===== src/rtl/bwgr_pkg.sv =====
`timescale 1ns / 1ps
// ============================================================================
// bwgr_pkg: shared definitions of the Braille waveform glyph raster
// Operation codes, register indexes, field widths, reset values, the Braille
// dot table and the status record of the serial divider.
// ============================================================================
package bwgr_pkg;

    // Default sizes handed to the top level parameters.
    localparam int DEF_MAX_SAMPLES = 2048;
    localparam int DEF_MAX_ROWS    = 64;
    localparam int DEF_MAX_COLS    = 256;

    // Fixed field widths of the request and result items.
    localparam int FUNC_W   = 2;
    localparam int IDX_W    = 12;
    localparam int VAL_W    = 16;
    localparam int CROW_W   = 6;
    localparam int CCOL_W   = 8;
    localparam int S_DATA_W = 48;
    localparam int PAT_W    = 8;

    // Configuration port.
    localparam int CFG_IDX_W  = 2;
    localparam int CFG_DATA_W = 9;
    localparam int ROWS_CFG_W = 7;
    localparam int COLS_CFG_W = 9;
    localparam logic [CFG_IDX_W-1:0] REG_GRID_ROWS = 2'd0;
    localparam logic [CFG_IDX_W-1:0] REG_GRID_COLS = 2'd1;
    localparam logic [ROWS_CFG_W-1:0] GRID_ROWS_RESET = 7'd16;
    localparam logic [COLS_CFG_W-1:0] GRID_COLS_RESET = 9'd80;

    // Operation codes carried in tuser.
    localparam logic [FUNC_W-1:0] FUNC_STORE = 2'd0;
    localparam logic [FUNC_W-1:0] FUNC_COUNT = 2'd1;
    localparam logic [FUNC_W-1:0] FUNC_QUERY = 2'd2;

    // Status of the serial divider.
    typedef struct packed {
        logic busy;
        logic done;
    } div_stat_t;

    // Braille dot bit for dot row dr (top to bottom) and dot column dc.
    function automatic logic [PAT_W-1:0] dot_bit(input logic [1:0] dr, input logic dc);
        logic [PAT_W-1:0] bits;
        unique case ({dr, dc})
            3'b000:  bits = 8'h01;
            3'b001:  bits = 8'h08;
            3'b010:  bits = 8'h02;
            3'b011:  bits = 8'h10;
            3'b100:  bits = 8'h04;
            3'b101:  bits = 8'h20;
            3'b110:  bits = 8'h40;
            3'b111:  bits = 8'h80;
            default: bits = 8'h00;
        endcase
        return bits;
    endfunction

endpackage


===== src/rtl/bwgr_div.sv =====
`timescale 1ns / 1ps
// ============================================================================
// bwgr_div: restoring serial divider
// Unsigned division, one quotient bit per clock. The divisor must stay stable
// while the division runs; the quotient holds until the next start.
// ============================================================================
module bwgr_div #(
    parameter int NUM_W = 21,
    parameter int DEN_W = 10
) (
    input  logic                 clk,
    input  logic                 rst_n,
    input  logic                 start,
    input  logic [NUM_W-1:0]     dividend,
    input  logic [DEN_W-1:0]     divisor,
    output logic [NUM_W-1:0]     quotient,
    output bwgr_pkg::div_stat_t  stat
);

    localparam int CNT_W = $clog2(NUM_W + 1);

    logic [DEN_W-1:0] rem_reg;
    logic [DEN_W-1:0] rem_next;
    logic [NUM_W-1:0] quo_reg;
    logic [NUM_W-1:0] quo_next;
    logic [CNT_W-1:0] cnt_reg;
    logic             busy_reg;
    logic             done_reg;
    logic [DEN_W:0]   trial;
    logic             q_bit;

    // Shift in the next dividend bit and subtract when the divisor fits.
    always_comb
    begin
        trial = {rem_reg, quo_reg[NUM_W-1]};
        q_bit = (trial >= {1'b0, divisor});
        if (q_bit)
        begin
            rem_next = DEN_W'(trial - {1'b0, divisor});
        end
        else
        begin
            rem_next = DEN_W'(trial);
        end
        quo_next = {quo_reg[NUM_W-2:0], q_bit};
    end

    always_ff @(posedge clk or negedge rst_n)
    begin
        if (!rst_n)
        begin
            cnt_reg  <= '0;
            busy_reg <= 1'b0;
            done_reg <= 1'b0;
            rem_reg  <= '0;
            quo_reg  <= '0;
        end
        else
        begin
            done_reg <= 1'b0;
            if (start)
            begin
                rem_reg  <= '0;
                quo_reg  <= dividend;
                cnt_reg  <= CNT_W'(NUM_W);
                busy_reg <= 1'b1;
            end
            else if (busy_reg)
            begin
                rem_reg <= rem_next;
                quo_reg <= quo_next;
                cnt_reg <= cnt_reg - 1'b1;
                if (cnt_reg == CNT_W'(1))
                begin
                    busy_reg <= 1'b0;
                    done_reg <= 1'b1;
                end
            end
        end
    end

    assign quotient  = quo_reg;
    assign stat.busy = busy_reg;
    assign stat.done = done_reg;

endmodule


===== config.mk =====
export PLATFORM = sky130hd
export DESIGN_NAME = bwgr_div
export DESIGN_NICKNAME = d
export VERILOG_FILES = /design/src/rtl/bwgr_pkg.sv /design/src/rtl/bwgr_div.sv
export SDC_FILE = /design/constraint.sdc
export NUM_CORES = 1
export LEC_CHECK = 0
export BUFFER_PORTS_ARGS = -buffer_cell sky130_fd_sc_hd__buf_2
export CAP_MARGIN = 10
export CORE_MARGIN = 2
export CORE_UTILIZATION = 54
export DETAILED_ROUTE_END_ITERATION = 12
export GPL_ROUTABILITY_DRIVEN = 0
export PLACE_DENSITY = 0.8
export SYNTH_ARGS = -nofsm -noshare
export SYNTH_HDL_FRONTEND = slang
export SYNTH_SLANG_ARGS = --single-unit

===== constraint.sdc =====
create_clock -name clk -period 2.4 [get_ports clk]
set_input_delay 0 -clock clk [delete_from_list [all_inputs] [get_ports clk]]
set_output_delay 0 -clock clk [all_outputs]
set_load 0.005 [all_outputs]

==> results of run 1 <==
==> synthesized netlist by cell type (4+ instances only) <==
cell type / n / area share (%)
nand2b_1: 5 / 1.2
buf_4: 4 / 1.2
mux2i_1: 20 / 7.9
dfrtp_1: 38 / 38
nor2_1: 17 / 2.5
nor3_1: 7 / 1.4
clkbuf_1: 8 / 1.2
a21o_1: 5 / 1.5
ha_1: 12 / 5.9
a31oi_1: 4 / 0.99
nand3_1: 5 / 0.99
a311oi_2: 5 / 3.0
xnor2_1: 4 / 1.4
nand2_1: 29 / 4.3
nor3b_1: 5 / 1.5
xor2_1: 5 / 1.7
inv_1: 16 / 2.4
a21oi_1: 5 / 0.99
o21ai_0: 26 / 5.1
==> cells by family after synthesis <==
| kind of cell | Yosys count | synth area share (%) |
|---|---|---|
| AO/OA/AOI/OAI | 68 | 21.9 |
| XOR/XNOR | 9 | 3.12 |
| adder cells (fa/ha/maj) | 13 | 6.73 |
| buffers and inverters | 35 | 6.48 |
| flip-flops | 38 | 37.6 |
| multiplexers | 20 | 7.91 |
| AND/OR/NAND/NOR | 81 | 16.3 |
==> worst min-delay path by stage <==
| stage | end | slack, ns | start | cells after the start |
|---|---|---|---|---|
| 2_1_floorplan | busy_reg | -0.30 | rst_n | 0 |
| 3_3_place_gp | rem_reg[4] | 0.15 | rst_n | 1 |
| 3_5_place_dp | rem_reg[4] | 0.16 | rst_n | 1 |
| 4_1_cts | cnt_reg[3] | 0.16 | start | 2 |
| 5_1_grt | cnt_reg[3] | 0.19 | start | 2 |
| 6_report | cnt_reg[3] | 0.17 | start | 2 |
==> worst max-delay path, delay by kind of cell (launching register included) <==
| kind | cells | cell delay (ns) |
|---|---|---|
| flops | 1 | 0.42 |
| compound gates | 3 | 0.77 |
| buf+inv | 2 | 0.12 |
| simple gates | 2 | 0.28 |
| fa+ha+maj | 2 | 0.56 |
==> report_power, final <==
group | switching, uW | total (uW) | internal, uW
combinational | 532 | 961 | 428
sequential | 87.5 | 821 | 733
clock | 209 | 410 | 200
==> cell type report <==
class	instances	area [um2]
multi-input cells	191	1420
fillers	340	1340
flip-flops and latches	38	952
repair buffers	83	538
clock buffers	7	76.3
well taps	52	65.1
inverters	16	60.1
==> metrics by stage <==
stage                     hold WS [ns]  worst slack, ns
after floorplan                 -0.296            0.451
after global placement           0.148            0.191
after detailed placement         0.156            0.182
after CTS                        0.161            0.175
after global routing             0.190          0.00633
final                            0.168            0.143
==> layer usage <==
metal  vias to the layer above  share of wire (%)  wire length [um]  GRT usage [%]
li1                       1092                  -                 -              -
met1                      1048                 44              2620           30.3
met2                        72                 50              3020           43.3
met3                         8                4.4               262           4.58
met4                         0                1.5                92           8.64
met5                         -                  0                 0              0
==> run metrics, run 1 <==
outcome finished clean; deepest clock path buffer count 2; Final Core Density 69.9%; Pre-antenna DRT Iters 4; number of flops mapped to enable cells by yosys 0; Worst setup endpoint rem_reg[6]; final setup TNS 0 ns; vias per cell 5.74; # H-tree levels 2; # diodes 0; pwr dens 705 nW/um2; Core Footprint 4440 um2; DRC errors left 0; Power Total 2190 uW; max reg flops 21; commonest non-fill, non-tap cells in the layout buf_2 (56), dfrtp_1 (37), nand2_1 (29); Worst Max-Slew Pin Slew 0.844 ns; R2R depth 9; Detail Route Antenna Nets 0; CTS tree yes; share of cells above drive strength 1 24.8%; HP Class in2reg; Vias 2220; CP startpoint quotient[20]; io pins 57; clk sinks 38; initial antenna violation count 0; Starting Density 56.9%; worst vdd ir 0.576 mV; routed wire length 5.99 mm; average cell area after synthesis 9.58 um2; post-DP HPWL 3.96 mm; CTS buffer count 5; number of global-route vias before repair 2229; post-route minimum period 2.26 ns; DR WL/cell 15.5 um; largest net degree at the start of global routing 39; Peak Freq 443 MHz; Overflow after GRT 0; design area 3110 um2; Final setup viols 0; Worst Skew 0.00790 ns; Worst EP required 2.59 ns; Port Buf Inserts 56; Most Frequent Cell on Critical Path inv_1; hold-fix buffer count after cts 22; R2R Path Start quotient[20]; first-pass GRT wire length 10.1 mm; std cell rows 24; most common cell after layout, fill and taps aside buf_2; Initial DRC Count 195; clk slew on worst S/H paths 0.07 ns; sequential share of the synthesized area 37.6%; clock latency at the later pin of the worst-skew pair 0.29 ns; Hold Violations, Final 0; Setup CP Type reg2reg; die height 72.4 um; RSZ-0062 raised after global routing false; Area after DPL 2810 um2; Max Cap Violations 0; fin nets 382; Yosys cell types 50; top_reg_cell synth dfrtp_1; Root Buffer clkbuf_8; total track usage 24.6%; Setup Buffers After CTS 0; Synth Instances 264; Slew headroom 43.7%; die area 5250 um2; fin crit share 94.0%; Synth warnings 0; crit path cell chain inv_1 -> ha_1 -> inv_1 -> fa_1 -> nand3_1 -> nand2_1 -> o41ai_1 -> o22ai_1 -> a311oi_2; post-CTS resize count 0; Syn Nets 311; synthesized cell area 2530 um2; Lkg Pwr 0.00165 uW; share of flip-flops with an asynchronous set or reset 100%; Worst setup SP type flip-flop; Die W 72.4 um; CP max-delay cell dfrtp_1; flop2flop setup slack 0.14 ns; pins over their slew limit 0; Crit. End Element flip-flop; Worst Path Arrival 2.45 ns; dpl cells 358; area grow syn2layout 22.8%; fin cells 387; max incr delay on CP 0.42 ns; Worst R2R End rem_reg[6]; crit path max fanout 4; post-synthesis register bit count 38
(Power assumes the default switching activity.)
==> run 2, diff against run 1 <==
==> constraint.sdc (replaced) <==
create_clock -name clk -period 2.4 [get_ports clk]
set_input_delay 0.36 -clock clk [delete_from_list [all_inputs] [get_ports clk]]
set_output_delay 0.36 -clock clk [all_outputs]
set_load 0.005 [all_outputs]
==> run metrics, run 2 (synthesis gave the netlist of run 1 again) <==
worst vdd ir 0.455 mV (-21%); Vias 2143 (-3.5%); final setup TNS 0 ns (unchanged); vias per cell 5.84 (+1.8%); # diodes 0 (unchanged); Pre-antenna DRT Iters 4 (unchanged); max incr delay on CP 0.42 ns (about the same); Worst Max-Slew Pin Slew 0.828 ns (-0.0154 ns); post-route minimum period 2.22 ns (-0.0323 ns); Fin Hold WS 0.170 ns (+0.00216 ns); Worst Skew 0.00433 ns (-0.00357 ns); Hold Violations, Final 0 (unchanged); Final setup viols 0 (unchanged); Core Footprint 4440 um2 (unchanged); CP max-delay cell dfrtp_1; Slew headroom 44.8% (+1.0 points); pre-CTS setup slack 0.0917 ns (-0.0906 ns); DR WL/cell 15.0 um (-3.0%); crit path max fanout 4 (unchanged); commonest non-fill, non-tap cells in the layout buf_2 (56), dfrtp_1 (37), nand2_1 (29); share of cells above drive strength 1 27.6% (+2.8 points); RSZ-0062 raised after global routing false; Worst EP required 2.60 ns (about the same); Port Buf Inserts 56 (unchanged); Peak Freq 450 MHz (+1.5%); CTS tree yes; largest net degree at the start of global routing 45 (+15%); pins over their slew limit 0 (unchanged); io pins 57 (unchanged); Fill cells 372 (+9.4%); CTS buffer count 5 (unchanged); number of global-route vias before repair 2025 (-9.2%); die height 72.4 um (unchanged); Overflow after GRT 0 (unchanged); post-DP HPWL 3.98 mm (+0.57%); outcome finished clean; Worst setup SP type flip-flop; Root Buffer clkbuf_8; DRC errors left 0 (unchanged); clock latency at the later pin of the worst-skew pair 0.29 ns (about the same); max reg flops 21 (unchanged); Crit. End Element flip-flop; Final Core Density 65.7% (-4.2 points); Max Cap Violations 0 (unchanged); Die W 72.4 um (unchanged); std cell rows 24 (unchanged); Initial DRC Count 135 (-31%); total track usage 23.1% (-1.6 points); fin nets 361 (-5.5%); Detail Route Antenna Nets 0 (unchanged); Most Frequent Cell on Critical Path inv_1; area grow syn2layout 15.4%; hold-fix buffer count after cts 0 (-100%); Lkg Pwr 0.00157 uW (-5.1%); Setup Buffers After CTS 0 (unchanged); most common cell after layout, fill and taps aside buf_2; Worst Path Arrival 2.42 ns (-0.03 ns); fin crit share 92.7% (-1.3 points); Setup CP Type reg2reg; deepest clock path buffer count 2 (unchanged); routed wire length 5.51 mm (-8.1%); Power Total 2220 uW (+1.4%); Starting Density 56.9% (unchanged); # H-tree levels 2 (unchanged); initial antenna violation count 0 (unchanged); clk slew on worst S/H paths 0.07 ns (about the same); die area 5250 um2 (unchanged); crit path cell chain inv_1 -> ha_1 -> inv_1 -> fa_1 -> nand3_1 -> nand2_1 -> o41ai_1 -> o22ai_1 -> a311oi_2; clk sinks 38 (unchanged); first-pass GRT wire length 9.40 mm (-6.7%); pwr dens 760 nW/um2 (+7.8%); HP Class in2async; worst setup margin 0.175 ns (+0.0323 ns)
## run 2: worst paths after layout
path | startpoint | endpoint | slack (ns) | depth (start not counted)
min reg2reg | cnt_reg[4] | cnt_reg[4] | 0.53 | 2
max in group asynchronous | rst_n | busy_reg | 1.66 | 1
max reg2reg | quotient[20] | rem_reg[6] | 0.18 | 9
min in group clk | dividend[0] | quotient[0] | 0.27 | 2
min | rst_n | rem_reg[6] | 0.17 | 1
max | quotient[20] | rem_reg[6] | 0.18 | 9
## run 2: critical path, delay by kind of cell (launching register included)
| family | cells | cell delay [ns] |
|---|---|---|
| buf+inv | 2 | 0.14 |
| simple gates | 2 | 0.26 |
| compound gates | 3 | 0.76 |
| fa+ha+maj | 2 | 0.56 |
| flops | 1 | 0.42 |
## run 2: repair_timing
action	CTS	global route
setup endpoints to repair	0	3
hold endpoints to repair	0	0
gates resized for setup	0	2
## run 2: per-layer routing
layer  wire length (um)  vias to the layer above  track usage (%)  part of all wire [%]
li1                   -                     1040                -                     -
met1               2540                     1015             32.2                    46
met2               2560                       83             35.8                    47
met3                352                        5             5.69                   6.4
met4                 53                        0             7.00                  0.96
met5                  0                        -                0                     0
## run 2: where the power goes
part | switching, uW | internal (uW)
combinational | 541 | 407
sequential | 92.2 | 733
clock | 216 | 232
total | 849 | 1370
## run 2: per-stage QoR
stage | cell area (um2) | instances
3_3_place_gp | 2820 | 359
4_1_cts | 2910 | 367
5_1_grt | 2920 | 367
3_5_place_dp | 2820 | 359
6_report | 2920 | 367
2_1_floorplan | 2530 | 264
## run 2: final cells by class
class	count	area, um2	area share, %
Tap cell	52	65.1	2.23
Timing Repair Buffer	62	325	11.1
Inverter	16	60.1	2.06
Sequential cell	38	952	32.6
Clock buffer	7	86.3	2.96
Clock inverter	1	5.00	0.171
Multi-Input combinational cell	191	1430	48.8
==> run 3, diff against run 2 <==
Settings changed: BUFFER_PORTS_ARGS -buffer_cell sky130_fd_sc_hd__buf_2 to not set, CORE_UTILIZATION 54 to 55, DONT_BUFFER_PORTS set to 1, PLACE_DENSITY 0.8 to 0.7.
==> run metrics, run 3 (synthesis gave the netlist of run 1 again) <==
pwr dens 869 nW/um2 (+14%); Die W 71.8 um (-0.86%); CP startpoint quotient[20]; CP max-delay cell dfrtp_1; # H-tree levels 2 (unchanged); Buf/Inv on CP 2 (unchanged); Peak Freq 432 MHz (-3.8%); Pre-antenna DRT Iters 4 (unchanged); Worst Max-Slew Pin Slew 0.583 ns (-0.246 ns); RSZ-0062 raised after global routing false; Min-Delay Endpoint rem_reg[0]; Detail Route Antenna Nets 0 (unchanged); Overflow after GRT 0 (unchanged); Fin Hold WS 0.128 ns (-0.0418 ns); Fill cells 379 (+1.9%); die area 5160 um2 (-1.7%); initial antenna violation count 0 (unchanged); max reg flops 21 (unchanged); fin crit share 96.4% (+3.7 points); max incr delay on CP 0.44 ns (+0.02 ns); most common cell after layout, fill and taps aside dfrtp_1; Setup CP Type reg2reg; R2R Path Start quotient[20]; clk sinks 38 (unchanged); R2R depth 9 (unchanged); post-CTS resize count 0 (unchanged); first-pass GRT wire length 8.63 mm (-8.2%); Final setup viols 0 (unchanged); Vias 1898 (-11%); design area 2700 um2 (-7.5%); Worst Skew 0.00617 ns (+0.00183 ns); Worst R2R End rem_reg[6]; Max Cap Violations 0 (unchanged); die height 71.8 um (-0.86%); Lkg Pwr 0.00138 uW (-12%); CTS tree yes; Area after DPL 2530 um2 (-10%); crit path max fanout 4 (unchanged); Most Frequent Cell on Critical Path inv_1; clock latency at the later pin of the worst-skew pair 0.29 ns (about the same); number of global-route vias before repair 1861 (-8.1%); hold-fix buffer count after cts 2 (+2); area grow syn2layout 6.82%; register area 952 um2 (unchanged); fin nets 306 (-15%); Hold Crit Start start; Core Footprint 4380 um2 (-1.4%); Worst setup SP type flip-flop; dpl cells 302 (-16%); vias per cell 6.08 (+4.2%); share of cells above drive strength 1 11.9% (-16 points); post-route minimum period 2.31 ns (+0.0885 ns); Slew headroom 61.2% (+16 points); Crit. End Element flip-flop; hold depth 1; delay-heaviest family, CP compound AO/OA/AOI/OAI gates; worst vdd ir 0.363 mV (-20%); Worst EP required 2.60 ns (about the same); flop2flop setup slack 0.09 ns (-0.09 ns); Hold Violations, Final 0 (unchanged); outcome finished clean; Worst Path Arrival 2.51 ns (+0.09 ns); # diodes 0 (unchanged); largest net degree at the start of global routing 65 (+44%); io pins 57 (unchanged); HP Class in2reg; deepest clock path buffer count 2 (unchanged); fin cells 312 (-15%); multi-input logic area 1420 um2 (-0.79%); routed wire length 5.08 mm (-7.9%); commonest non-fill, non-tap cells in the layout dfrtp_1 (37), nand2_1 (29), o21ai_0 (26); clk slew on worst S/H paths 0.08 ns (about the same); DR WL/cell 16.3 um (+8.3%); pins over their slew limit 0 (unchanged); final setup TNS 0 ns (unchanged); crit path cell chain inv_1 -> ha_1 -> inv_1 -> fa_1 -> nand3_1 -> nand2_1 -> o41ai_1 -> o22ai_1 -> a311oi_2; Initial DRC Count 97 (-28%); Port Buf Inserts 0 (-100%); Setup Buffers After CTS 0 (unchanged); CTS buffer count 5 (unchanged); DRC errors left 0 (unchanged); std cell rows 24 (unchanged); Root Buffer clkbuf_8; post-DP HPWL 3.60 mm (-9.6%); total track usage 21.3% (-1.8 points); Starting Density 57.7% (+0.78 points)
run 3: metal layers:
metal  up-vias  wire [um]  share of wire, %  GRT usage (%)
met5         -          0                 0              0
met4         0         27              0.53           5.45
met3         5        284               5.6           5.49
met2        53       2430                48           31.6
met1       904       2340                46           31.2
li1        936          -                 -              -
run 3: per-stage QoR:
stage                     power (uW)  setup slack (ns)  utilization, %
after detailed placement        1670             0.158            57.7
after global placement          1660             0.178            57.7
after floorplan                 1520             0.420               -
after global routing            2500           0.00939            61.6
final                           2350            0.0868            61.6
after CTS                       2360             0.132            61.6
run 3: power breakdown:
part	leakage, uW	switching [uW]	internal (uW)
registers	0.000471	99.1	733
logic	0.000838	475	370
clock network	0.0000714	228	443
run 3: worst register-to-register path: stages, from the launching register on:
cell and delay [ns]:
dfrtp_1 0.44, inv_1 0.08, ha_1 0.15, inv_1 0.05
fa_1 0.41, nand3_1 0.17, nand2_1 0.11, o41ai_1 0.35
o22ai_1 0.20, a311oi_2 0.26
run 3: area by class of cell:
class	count	share of cell area, %
multi-input cells	191	52.4
repair buffers	7	2.50
clock inverters	2	2.22
well taps	52	2.41
clock buffers	6	3.06
flip-flops and latches	38	35.2
inverters	16	2.22
run 3: how the worst max path moves through the flow:
stage,endpoint,slack [ns],depth (start not counted)
CTS,rem_reg[6],0.13,9
global route,rem_reg[6],0.009,9
global placement,rem_reg[6],0.18,9
finish,rem_reg[6],0.09,9
floorplan,rem_reg[6],0.42,8
detailed placement,rem_reg[6],0.16,9
